File: src/sv/ms_pkg.sv
// ----------------------------------------------------------------------------
// ms_pkg
// Shared types and constants of the merge sorter: the default capacity, the
// controller state encoding and the command and status groups that pass
// between the controller and the datapath.
// ----------------------------------------------------------------------------
package ms_pkg;

   localparam int MS_MAX_ITEMS = 64;
   localparam int MS_DATA_W    = 32;

   typedef enum logic [2:0] {
      ST_LOAD,
      ST_PASS,
      ST_PRIME,
      ST_MERGE,
      ST_OUT_PRIME,
      ST_OUT
   } ms_state_type;

   typedef struct packed {
      logic load;
      logic pass_init;
      logic run_prime;
      logic merge;
      logic next_run;
      logic next_pass;
      logic out_prime;
      logic out_phase;
      logic out_step;
      logic clear;
   } ms_cmd_type;

   typedef struct packed {
      logic pass_needed;
      logic run_end;
      logic set_end;
      logic out_last;
   } ms_status_type;

endpackage

File: src/sv/ms_ctrl.sv
// ----------------------------------------------------------------------------
// ms_ctrl
// Controller of the merge sorter: loads a set, steps through the bottom-up
// merge passes run by run, then hands out the sorted set.
// ----------------------------------------------------------------------------
module ms_ctrl
   import ms_pkg::*;
(
   input  logic          clock,
   input  logic          reset,
   input  logic          req_tvalid,
   input  logic          req_tlast,
   input  logic          rsp_tready,
   input  ms_status_type status,
   output logic          req_tready,
   output logic          rsp_tvalid,
   output ms_cmd_type    cmd
);

   ms_state_type state_ff, state_in;

   always_ff @(posedge clock) begin
      if (reset) begin
         state_ff <= ST_LOAD;
      end else begin
         state_ff <= state_in;
      end
   end

   always_comb begin
      state_in   = state_ff;
      cmd        = '0;
      req_tready = 1'b0;
      rsp_tvalid = 1'b0;

      case (state_ff)
         ST_LOAD: begin
            req_tready = 1'b1;
            if (req_tvalid) begin
               cmd.load = 1'b1;
               if (req_tlast) begin
                  cmd.pass_init = 1'b1;
                  state_in      = ST_PASS;
               end
            end
         end
         ST_PASS: begin
            if (status.pass_needed) begin
               state_in = ST_PRIME;
            end else begin
               state_in = ST_OUT_PRIME;
            end
         end
         ST_PRIME: begin
            cmd.run_prime = 1'b1;
            state_in      = ST_MERGE;
         end
         ST_MERGE: begin
            cmd.merge = 1'b1;
            if (status.run_end) begin
               if (status.set_end) begin
                  cmd.next_pass = 1'b1;
                  state_in      = ST_PASS;
               end else begin
                  cmd.next_run = 1'b1;
                  state_in     = ST_PRIME;
               end
            end
         end
         ST_OUT_PRIME: begin
            cmd.out_prime = 1'b1;
            state_in      = ST_OUT;
         end
         ST_OUT: begin
            rsp_tvalid    = 1'b1;
            cmd.out_phase = 1'b1;
            if (rsp_tready) begin
               cmd.out_step = 1'b1;
               if (status.out_last) begin
                  cmd.clear = 1'b1;
                  state_in  = ST_LOAD;
               end
            end
         end
         default: begin
            state_in = ST_LOAD;
         end
      endcase
   end

endmodule

File: config.mk
export PLATFORM = sky130hd
export DESIGN_NAME = ms_ctrl
export DESIGN_NICKNAME = d
export VERILOG_FILES = /design/src/sv/ms_pkg.sv /design/src/sv/ms_ctrl.sv
export SDC_FILE = /design/constraint.sdc
export NUM_CORES = 1
export LEC_CHECK = 0
export ABC_CLOCK_PERIOD_IN_PS = 1100
export BUFFER_PORTS_ARGS = -buffer_cell sky130_fd_sc_hd__buf_2
export CAP_MARGIN = 20
export CORE_AREA = 2 2 39 41
export DETAILED_ROUTE_END_ITERATION = 10
export DIE_AREA = 0 0 41 43
export PLACE_DENSITY_LB_ADDON = 0.2
export SLEW_MARGIN = 20
export SYNTH_ARGS = -nofsm -noshare
export SYNTH_HDL_FRONTEND = slang
export SYNTH_SLANG_ARGS = --single-unit
File: constraint.sdc
create_clock -name clock -period 1.1 [get_ports clock]
set_clock_uncertainty 0.05 [all_clocks]
set_input_delay 0.165 -clock clock [delete_from_list [all_inputs] [get_ports clock]]
set_output_delay 0.165 -clock clock [all_outputs]
set_load 0.05 [all_outputs]
==> metrics, run 1 <==
total core area 1384 um2; flip-flop count of the largest register, all copies and words added 3; Die H 43 um; count of placed standard cells including taps 75; area of the mapped netlist 247.7 um2; power share of the combinational group 54.6%; fin crit period 1.486 ns; maximum ir drop on the vdd rail 0.5194 mV; share of total power in the clock network 25.6%; std cell rows 14; Worst Max-Slew Pin Slew 0.1956 ns; #FFs+latches synth 3; global-route wire length before repair 1483 um; number of buffers added to fix hold violations after cts 0; average cell area after synthesis 7.742 um2; Worst slew margin 86.85%; proportion of layout cells with a drive suffix above 1 80.60%; maximum number of buffers from clock root to sink 2; buffers added on ports 20; average detailed-routed wire length per instance 11.37 um; least setup slack across all paths after layout -0.3856 ns; biggest regs state_ff: 3 flops; count of unresolved DRC violations after routing 0; maximum number of pins on one net before global-route repair 7; violations in the final reports setup timing; die footprint 1763 um2; number of global-route vias before repair 381; number of antenna-violating nets in the routed design 0; filler cell count 140; worst setup path class flip-flop to output port; total power per unit cell area 1086 nW/um2; initial antenna violation count 0; Total Power 0.7569 mW; share of the clock period used by the worst path 135.1%; sort of element at the end of the critical path output port; Antenna diodes 0; TritonCTS clock tree done; number of library cell types mapped by synthesis 23; P&R area growth vs syn 181.3%; total count of hold-check failures in the final report 0; violation count after the first detailed-route iteration 1; cell at the root of the clock tree clkbuf_4; outcome finished, violations left; count of warnings emitted by yosys 0; width of the die 41 um; commonest cells after routing, fill and taps aside buf_6 (10), buf_2 (8), buf_8 (7), buf_4 (7), nor2b_4 (4); RSZ-0062 raised after global routing true; largest reg by FF count state_ff; max-cap check violation count 0; HPWL reported at the end of detailed placement 625.4 um; Internal Power 0.4667 mW; clock latency of the later-clocked register in the worst-skew pair 0.23 ns; worst path arrival time 1.27 ns; count of pins over their slew limit 0; clock tree sinks 3; Initial Util 17.90%; Worst-path clk slew 0.04 ns; endpoint required time on the critical path 0.88 ns; Seq pwr share 19.8%; sequential share of the synthesized area 24.24%; Top Ports 21; CTS HTree Levels 1; launching element type of the critical path flip-flop; vias after detailed routing 374; multi-input gate area in the final layout 245.2 um2; sw frac 38.35%; most frequent standard cell in the layout excluding fill and tap cells buf_6; Hold/Removal Path Class input pin to flip-flop; number of CTS-inserted buffers 3; Sw Pwr 0.2903 mW; first drt pass iteration count 2; upper clock frequency limit 673.1 MHz; highest fanout seen on the critical path 4; final standard cell utilization of the core 50.36%; total detailed-routing wirelength 944 um; count of placed standard cells in the final layout, fillers left out 83; nets@finish 77; overall global routing resource usage 12.81%; LEAKAGE 0.3180 nW; final RePlAce weighted congestion 0.7551; FF/Latch Area 71.32 um2; vias per inst 4.506; setup-violating endpoint count in the final report 13; count of mapped cells out of synthesis 32; total congestion overflow after global routing 0; total nets after synthesis 41
repair_timing:
action / 4_1_cts / 5_1_grt
setup buffers: 3 / 2
gates resized for setup: 32 / 12
pin swaps: 2 / 5
endpoints found under the setup margin: 12 / 14
metrics by stage:
step | worst slack (ns) | TNS [ns] | instance area, um2 | hold slack, ns
3_5_place_dp | -0.2214 | -1.707 | 490.5 | 0.3098
5_1_grt | -0.4355 | -4.500 | 696.9 | 0.06665
4_1_cts | -0.3750 | -3.897 | 644.4 | 0.06629
6_report | -0.3856 | -3.816 | 696.9 | 0.08327
3_3_place_gp | -0.2395 | -1.663 | 490.5 | 0.3056
2_1_floorplan | -0.4008 | -2.012 | 319.1 | 0.1770
power by group through the flow:
stage,Sequential [mW],Clock [mW],Combinational (mW)
final,0.150,0.194,0.413
after global routing,0.151,0.226,0.437
after CTS,0.147,0.200,0.387
after detailed placement,0.149,0,0.315
after global placement,0.150,0,0.316
after floorplan,0.146,0,0.219
cell families after synthesis:
kind of cell | Yosys count | share of synthesized area, %
AO/OA/AOI/OAI | 6 | 16.16
buffers and inverters | 3 | 6.563
AND/OR/NAND/NOR | 20 | 53.03
flip-flops | 3 | 24.24
path summary, 6_finish.rpt:
kind	slack [ns]	start	end	cells after the start
max	-0.39	state_ff[1]$_SDFFE_PP0P_	cmd[8]	4
min reg2reg	0.52	state_ff[1]$_SDFFE_PP0P_	state_ff[2]$_SDFFE_PP0P_	2
max reg2reg	-0.05	state_ff[1]$_SDFFE_PP0P_	state_ff[0]$_SDFFE_PP0P_	5
min	0.08	reset	state_ff[0]$_SDFFE_PP0P_	2
Yosys cell counts, drive strengths merged:
cell | number | area share [%]
and4 | 1 | 3.5
a22oi | 1 | 3.0
nand3 | 1 | 2.0
and3 | 4 | 10
a211o | 1 | 3.5
nor4 | 1 | 2.5
and2 | 3 | 9.1
nor2 | 1 | 1.5
nand2 | 2 | 3.0
nor3 | 2 | 4.0
nor2b | 4 | 12
buf | 1 | 3.0
inv | 1 | 1.5
nor3b | 1 | 5.0
clkbuf | 1 | 2.0
a21oi | 1 | 2.0
dfxtp | 3 | 24
a31oi | 1 | 2.5
o21ai | 1 | 2.0
a211oi | 1 | 3.0
worst max-delay path: stages, from the launching register on:
cell     delay (ns)
dfxtp_4        0.36
buf_12         0.13
nor3_4         0.19
and3_4         0.22
buf_8          0.14
metal layers:
metal  global-route usage (%)  vias to the layer above  part of all wire [%]
met3                    4.712                        2                   4.3
met4                    8.000                        0                   1.5
li1                         -                      187                     -
met5                        0                        -                     0
met2                    19.38                       14                    57
met1                    14.33                      171                    37
area by class of cell:
cell class | instances | share of cell area (%)
clock buffer | 4 | 3.770
inverter | 1 | 0.5386
tap | 16 | 2.873
sequential | 3 | 10.23
timing repair buffer | 33 | 47.40
multi-input combinational | 26 | 35.19
Power figures use the tool's default switching activity.
==> run 2, diff against run 1 <==
--- a/config.mk
+++ b/config.mk
@@ -5,6 +5,7 @@
 export SDC_FILE = /design/constraint.sdc
 export NUM_CORES = 1
 export LEC_CHECK = 0
+export ABC_AREA = 1
 export ABC_CLOCK_PERIOD_IN_PS = 1100
 export BUFFER_PORTS_ARGS = -buffer_cell sky130_fd_sc_hd__buf_2
 export CAP_MARGIN = 20
==> metrics, run 2 <==
most used standard cells in the synthesized netlist inv_1 (14), nand2_1 (12), nor2_1 (8); HPWL reported at the end of detailed placement 686.6 um (+9.8%); total nets after synthesis 63 (+54%); first drt pass iteration count 2 (unchanged); global-route wire length before repair 1504 um (+1.4%); count of flip-flops with a built-in enable after synthesis 0 (unchanged); number of antenna-violating nets in the routed design 0 (unchanged); logic depth of the worst register-to-register path 5 (unchanged); cell at the root of the clock tree clkbuf_4; biggest regs state_ff: 3 flops; largest reg by FF count state_ff; worst path arrival time 1.16 ns (-0.11 ns); Critical R2R Capture state_ff[2]$_SDFFE_PP0P_; Seq pwr share 16.1% (-3.7 points); sequential share of the synthesized area 20.25% (-4.0 points); total congestion overflow after global routing 0 (unchanged); count of mapped cells out of synthesis 54 (+69%); total power per unit cell area 2123 nW/um2 (+95%); nets@finish 93 (+21%); Internal Power 0.7341 mW (+57%); final standard cell utilization of the core 50.99% (+0.63 points); share of async-settable or async-resettable flops after synthesis 0% (unchanged); count of pins over their slew limit 0 (unchanged); die footprint 1763 um2 (unchanged); share of the clock period used by the worst path 125.4% (-9.6 points); total count of hold-check failures in the final report 0 (unchanged); Worst Max-Slew Pin Slew 0.2091 ns (+0.01343 ns); power share of the combinational group 70.1% (+15 points); proportion of netlist area held by the largest area contributor 20.25% (-4.0 points); maximum ir drop on the vdd rail 1.546 mV (+200%); sw frac 50.99% (+13 points); Worst-path clk slew 0.04 ns (about the same); initial antenna violation count 0 (unchanged); count of placed standard cells in the final layout, fillers left out 99 (+19%); highest fanout seen on the critical path 5 (+1); clock tree sinks 3 (unchanged); Die H 43 um (unchanged); TritonCTS clock tree done; total core area 1384 um2 (unchanged); clock latency of the later-clocked register in the worst-skew pair 0.25 ns (+0.02 ns); Hold/Removal Path Class input pin to flip-flop; worst setup slack for register-to-register paths -0.10 ns (-0.05 ns); Worst slew margin 85.96% (-0.89 points); post-synthesis cell type with the largest combined area dfxtp_1; upper clock frequency limit 724.7 MHz (+7.7%); CTS HTree Levels 1 (unchanged); sort of element at the end of the critical path output port; worst setup path class flip-flop to output port; number of global-route vias before repair 396 (+3.9%); #FFs+latches synth 3 (unchanged); launching element type of the critical path flip-flop; tightest hold margin 0.04838 ns (-0.03489 ns); Worst Setup SP state_ff[2]$_SDFFE_PP0P_; commonest cells after routing, fill and taps aside nand2_1 (10), buf_6 (10), buf_2 (8), inv_1 (7), nor2_4 (6); Post-Place Cell Area 494.2 um2 (+0.77%); multi-input gate area in the final layout 271.5 um2 (+11%); number of library cell types mapped by synthesis 16 (-30%); average cell area after synthesis 5.491 um2 (-29%); area of all placed cells without fillers 705.7 um2 (+1.3%); violation count after the first detailed-route iteration 3 (+2); number of CTS-inserted buffers 3 (unchanged); count of unresolved DRC violations after routing 0 (unchanged); buffers added on ports 20 (unchanged); fin crit period 1.380 ns (-0.1058 ns); average detailed-routed wire length per instance 10.04 um (-12%); proportion of layout cells with a drive suffix above 1 68.67% (-12 points); endpoint required time on the critical path 0.88 ns (about the same); least setup slack across all paths after layout -0.2799 ns (+0.1058 ns); Sw Pwr 0.7639 mW (+160%); most instantiated library cell after synthesis inv_1; max-cap check violation count 0 (unchanged); Initial Util 21.43% (+3.5 points); std cell rows 14 (unchanged); FF/Latch Area 71.32 um2 (unchanged); share of total power in the clock network 13.8% (-12 points); final RePlAce weighted congestion 0.7465 (-1.1%); vias after detailed routing 444 (+19%); overall global routing resource usage 12.85% (+0.039 points); filler cell count 134 (-4.3%); area of the mapped netlist 296.5 um2 (+20%); flip-flop count of the largest register, all copies and words added 3 (unchanged); count of placed standard cells including taps 93 (+24%); setup-violating endpoint count in the final report 15 (+2); outcome finished, violations left; maximum number of buffers from clock root to sink 2 (unchanged); width of the die 41 um (unchanged); post-place setup slack -0.1553 ns (+0.06612 ns); vias per inst 4.485 (-0.47%); violations in the final reports setup timing; P&R area growth vs syn 138.0%; reg2reg start state_ff[1]$_SDFFE_PP0P_; total detailed-routing wirelength 994 um (+5.3%); Antenna diodes 0 (unchanged); Top Ports 21 (unchanged); LEAKAGE 0.3293 nW (+3.6%); main area contributors after synthesis dfxtp_1 (20%), inv_1 (18%), nand2_1 (15%); RSZ-0062 raised after global routing true; predominant post-synthesis flop cell dfxtp_1; Critical path destination cmd[5]; maximum number of pins on one net before global-route repair 8 (+1); count of warnings emitted by yosys 0 (unchanged)
## run 2: repair_timing
action                                  4_1_cts  5_1_grt
pin swaps                                     3       10
hold buffers                                  0        0
resized for setup                            34       19
setup buffers                                 0        3
endpoints found under the setup margin       15       15
## run 2: cell families (layout without fill, tap and decap cells)
| family | after synthesis | in the layout | synth area share (%) |
|---|---|---|---|
| AND/OR/NAND/NOR | 31 | 31 | 46.42 |
| AO/OA/AOI/OAI | 4 | 4 | 9.281 |
| buffers and inverters | 16 | 45 | 24.05 |
| flip-flops | 3 | 3 | 20.25 |
## run 2: worst min path at each step
stage	end	from	slack, ns	cells after the start
after floorplan	state_ff[0]$_SDFFE_PP0P_	reset	0.17	1
after global placement	state_ff[0]$_SDFFE_PP0P_	reset	0.30	2
after detailed placement	state_ff[0]$_SDFFE_PP0P_	reset	0.31	2
after CTS	state_ff[0]$_SDFFE_PP0P_	reset	0.05	2
after global routing	state_ff[0]$_SDFFE_PP0P_	reset	0.06	2
final	state_ff[0]$_SDFFE_PP0P_	reset	0.05	2
## run 2: routing by layer
metal	vias up	GRT usage (%)	wire length [um]
li1	227	-	-
met3	3	3.665	62
met1	196	13.83	360
met2	18	20.63	550
met5	-	0	0
met4	0	8.000	21
## run 2: layout make-up
class                      instances  share of cell area, %
clock buffer                       4                  3.723
inverter                          14                  9.397
multi-input combinational         35                  38.48
sequential                         3                  10.11
tap                               16                  2.837
timing repair buffer              27                  35.46
## run 2: stage by stage
stage	TNS, ns	total power, mW
after global routing	-3.743	1.590
after global placement	-1.508	0.9125
final	-2.975	1.498
after CTS	-2.962	1.272
after floorplan	-1.383	0.7527
after detailed placement	-1.578	0.9113
## run 2: critical path: stages (launching register included)
cell and delay (ns):
dfxtp_4 0.36, buf_6 0.12, nor4_4 0.25, buf_6 0.19
## run 2: power groups by stage
stage | Clock [mW] | Combinational [mW] | Sequential (mW)
6_report | 0.206 | 1.05 | 0.242
5_1_grt | 0.224 | 1.12 | 0.246
4_1_cts | 0.202 | 0.840 | 0.230
3_5_place_dp | 0 | 0.710 | 0.202
3_3_place_gp | 0 | 0.712 | 0.200
2_1_floorplan | 0 | 0.571 | 0.181
==> run 3, diff against run 2 <==
--- a/config.mk
+++ b/config.mk
@@ -6,13 +6,14 @@
 export NUM_CORES = 1
 export LEC_CHECK = 0
 export ABC_AREA = 1
-export ABC_CLOCK_PERIOD_IN_PS = 1100
+export ABC_CLOCK_PERIOD_IN_PS = 1600
 export BUFFER_PORTS_ARGS = -buffer_cell sky130_fd_sc_hd__buf_2
 export CAP_MARGIN = 20
 export CORE_AREA = 2 2 39 41
 export DETAILED_ROUTE_END_ITERATION = 10
 export DIE_AREA = 0 0 41 43
 export PLACE_DENSITY_LB_ADDON = 0.2
+export RECOVER_POWER = 100
 export SLEW_MARGIN = 20
 export SYNTH_ARGS = -nofsm -noshare
 export SYNTH_HDL_FRONTEND = slang
==> constraint.sdc (replaced) <==
create_clock -name clock -period 1.6 [get_ports clock]
set_clock_uncertainty 0.05 [all_clocks]
set_input_delay 0.24 -clock clock [delete_from_list [all_inputs] [get_ports clock]]
set_output_delay 0.24 -clock clock [all_outputs]
set_load 0.05 [all_outputs]
==> metrics, run 3 (same netlist as run 2, synthesis figures left out) <==
outcome finished, final reports clean; flip-flop count of the largest register, all copies and words added 3 (unchanged); vias per inst 4.457 (-0.63%); biggest regs state_ff: 3 flops; highest layer used for signal routing met3; violation count after the first detailed-route iteration 17 (+14); total core area 1384 um2 (unchanged); count of pins over their slew limit 0 (unchanged); Largest stage delay, worst path 0.44 ns (+0.08 ns); die footprint 1763 um2 (unchanged); commonest cells after routing, fill and taps aside inv_1 (14), nand2_1 (13), buf_2 (12), nor2_1 (7), clkbuf_4 (6); total count of hold-check failures in the final report 0 (unchanged); wire length on met1 339 um (-5.8%); proportion of layout cells with a drive suffix above 1 38.16% (-31 points); Post-Place Cell Area 412.9 um2 (-16%); launching element type of the critical path flip-flop; fin crit period 1.529 ns; number of instances resized during post-cts repair 0 (-100%); metal2 WL 385 um (-30%); Worst Max-Slew Pin Slew 0.2772 ns (+0.06817 ns); clock latency of the later-clocked register in the worst-skew pair 0.23 ns (-0.02 ns); setup tns final 0 ns (+2.975 ns); total detailed-routing wirelength 792 um (-20%); width of the die 41 um (unchanged); endpoint required time on the critical path 1.31 ns (+0.43 ns); HPWL reported at the end of detailed placement 645.1 um (-6.0%); cell at the root of the clock tree clkbuf_4; vias after detailed routing 410 (-7.7%); nets@finish 86 (-7.5%); clock tree sinks 3 (unchanged); maximum number of pins on one net before global-route repair 9 (+1); TritonCTS clock tree done; Worst slew margin 81.60% (-4.4 points); worst setup path class flip-flop to output port; Total Power 0.6998 mW (-53%); initial antenna violation count 0 (unchanged); number of buffers added to fix hold violations after cts 0 (unchanged); sort of element at the end of the critical path output port; max-cap check violation count 0 (unchanged); number of global-route vias before repair 314 (-21%); Worst Hold Path Cells 2 (unchanged); Cell Chain, Critical Path nand2_1, nor4_4, clkbuf_4; slowest cell on the critical path dfxtp_1; logic depth of the worst register-to-register path 6 (+1); tightest hold margin 0.1528 ns (+0.1044 ns); final standard cell utilization of the core 32.55% (-18 points); highest fanout seen on the critical path 6 (+1); largest reg by FF count state_ff; setup fix buffers added after clock tree synthesis 0 (unchanged); number of antenna-violating nets in the routed design 0 (unchanged); Worst-path clk slew 0.04 ns (about the same); total congestion overflow after global routing 0 (unchanged); global-route wire length before repair 1235 um (-18%); setup-violating endpoint count in the final report 0 (-15); Hold/Removal Path Class input pin to flip-flop; Top Ports 21 (unchanged); final RePlAce weighted congestion 0.7236 (-3.1%); CTS HTree Levels 1 (unchanged); most frequent standard cell in the layout excluding fill and tap cells inv_1; first drt pass iteration count 4 (+2); buffers added on ports 20 (unchanged); upper clock frequency limit 654.2 MHz; area of all placed cells without fillers 450.4 um2 (-36%); number of CTS-inserted buffers 3 (unchanged); worst path arrival time 1.24 ns (+0.08 ns); Initial Util 21.43% (unchanged); maximum number of buffers from clock root to sink 2 (unchanged); reg2reg start state_ff[1]$_SDFFE_PP0P_; metal3 WL 68 um (+9.7%); RSZ-0062 raised after global routing true; count of unresolved DRC violations after routing 0 (unchanged); Die H 43 um (unchanged); share of the clock period used by the worst path 95.53%; LEAKAGE 0.2818 nW (-14%); beginning of the worst hold path reset; maximum ir drop on the vdd rail 0.5752 mV (-63%); P&R area growth vs syn 51.90%; overall global routing resource usage 10.45% (-2.4 points); total power per unit cell area 1554 nW/um2 (-27%); average detailed-routed wire length per instance 8.609 um (-14%); Antenna diodes 0 (unchanged); std cell rows 14 (unchanged); Worst Setup SP state_ff[1]$_SDFFE_PP0P_
-- run 3: critical path: cells and delay by family (launching register included) --
family | cells | cell delay (ns)
buf+inv | 1 | 0.27
simple gates | 2 | 0.30
flops | 1 | 0.44
-- run 3: final timing paths --
kind | endpoint | slack [ns]
setup / recovery | cmd[5] | 0.07
hold / removal | state_ff[0]$_SDFFE_PP0P_ | 0.15
setup reg to reg | state_ff[0]$_SDFFE_PP0P_ | 0.36
hold reg to reg | state_ff[0]$_SDFFE_PP0P_ | 0.54
-- run 3: cell type report --
cell class / instances / area [um2]
Fill cell: 162 / 933.4
Multi-Input combinational cell: 35 / 180.2
Timing Repair Buffer: 20 / 110.1
Sequential cell: 3 / 61.31
Inverter: 14 / 52.55
Clock buffer: 4 / 26.28
Tap cell: 16 / 20.02
-- run 3: through the flow --
step	worst slack, ns	std cells
after global routing	-0.02219	92
final	0.07146	92
after detailed placement	0.2501	88
after floorplan	0.04184	54
after global placement	0.2495	88
after CTS	0.004008	92
-- run 3: power breakdown --
| part | leakage [nW] | switching, mW | internal [mW] |
|---|---|---|---|
| Sequential | 0.0250 | 0.0438 | 0.0978 |
| Combinational | 0.242 | 0.309 | 0.119 |
| Clock | 0.0150 | 0.0363 | 0.0933 |
-- run 3: metal layers --
| metal | GRT usage (%) | vias up |
|---|---|---|
| li1 | - | 208 |
| met4 | 8.000 | 0 |
| met2 | 15.00 | 18 |
| met1 | 12.26 | 184 |
| met3 | 3.141 | 0 |
| met5 | 0 | - |
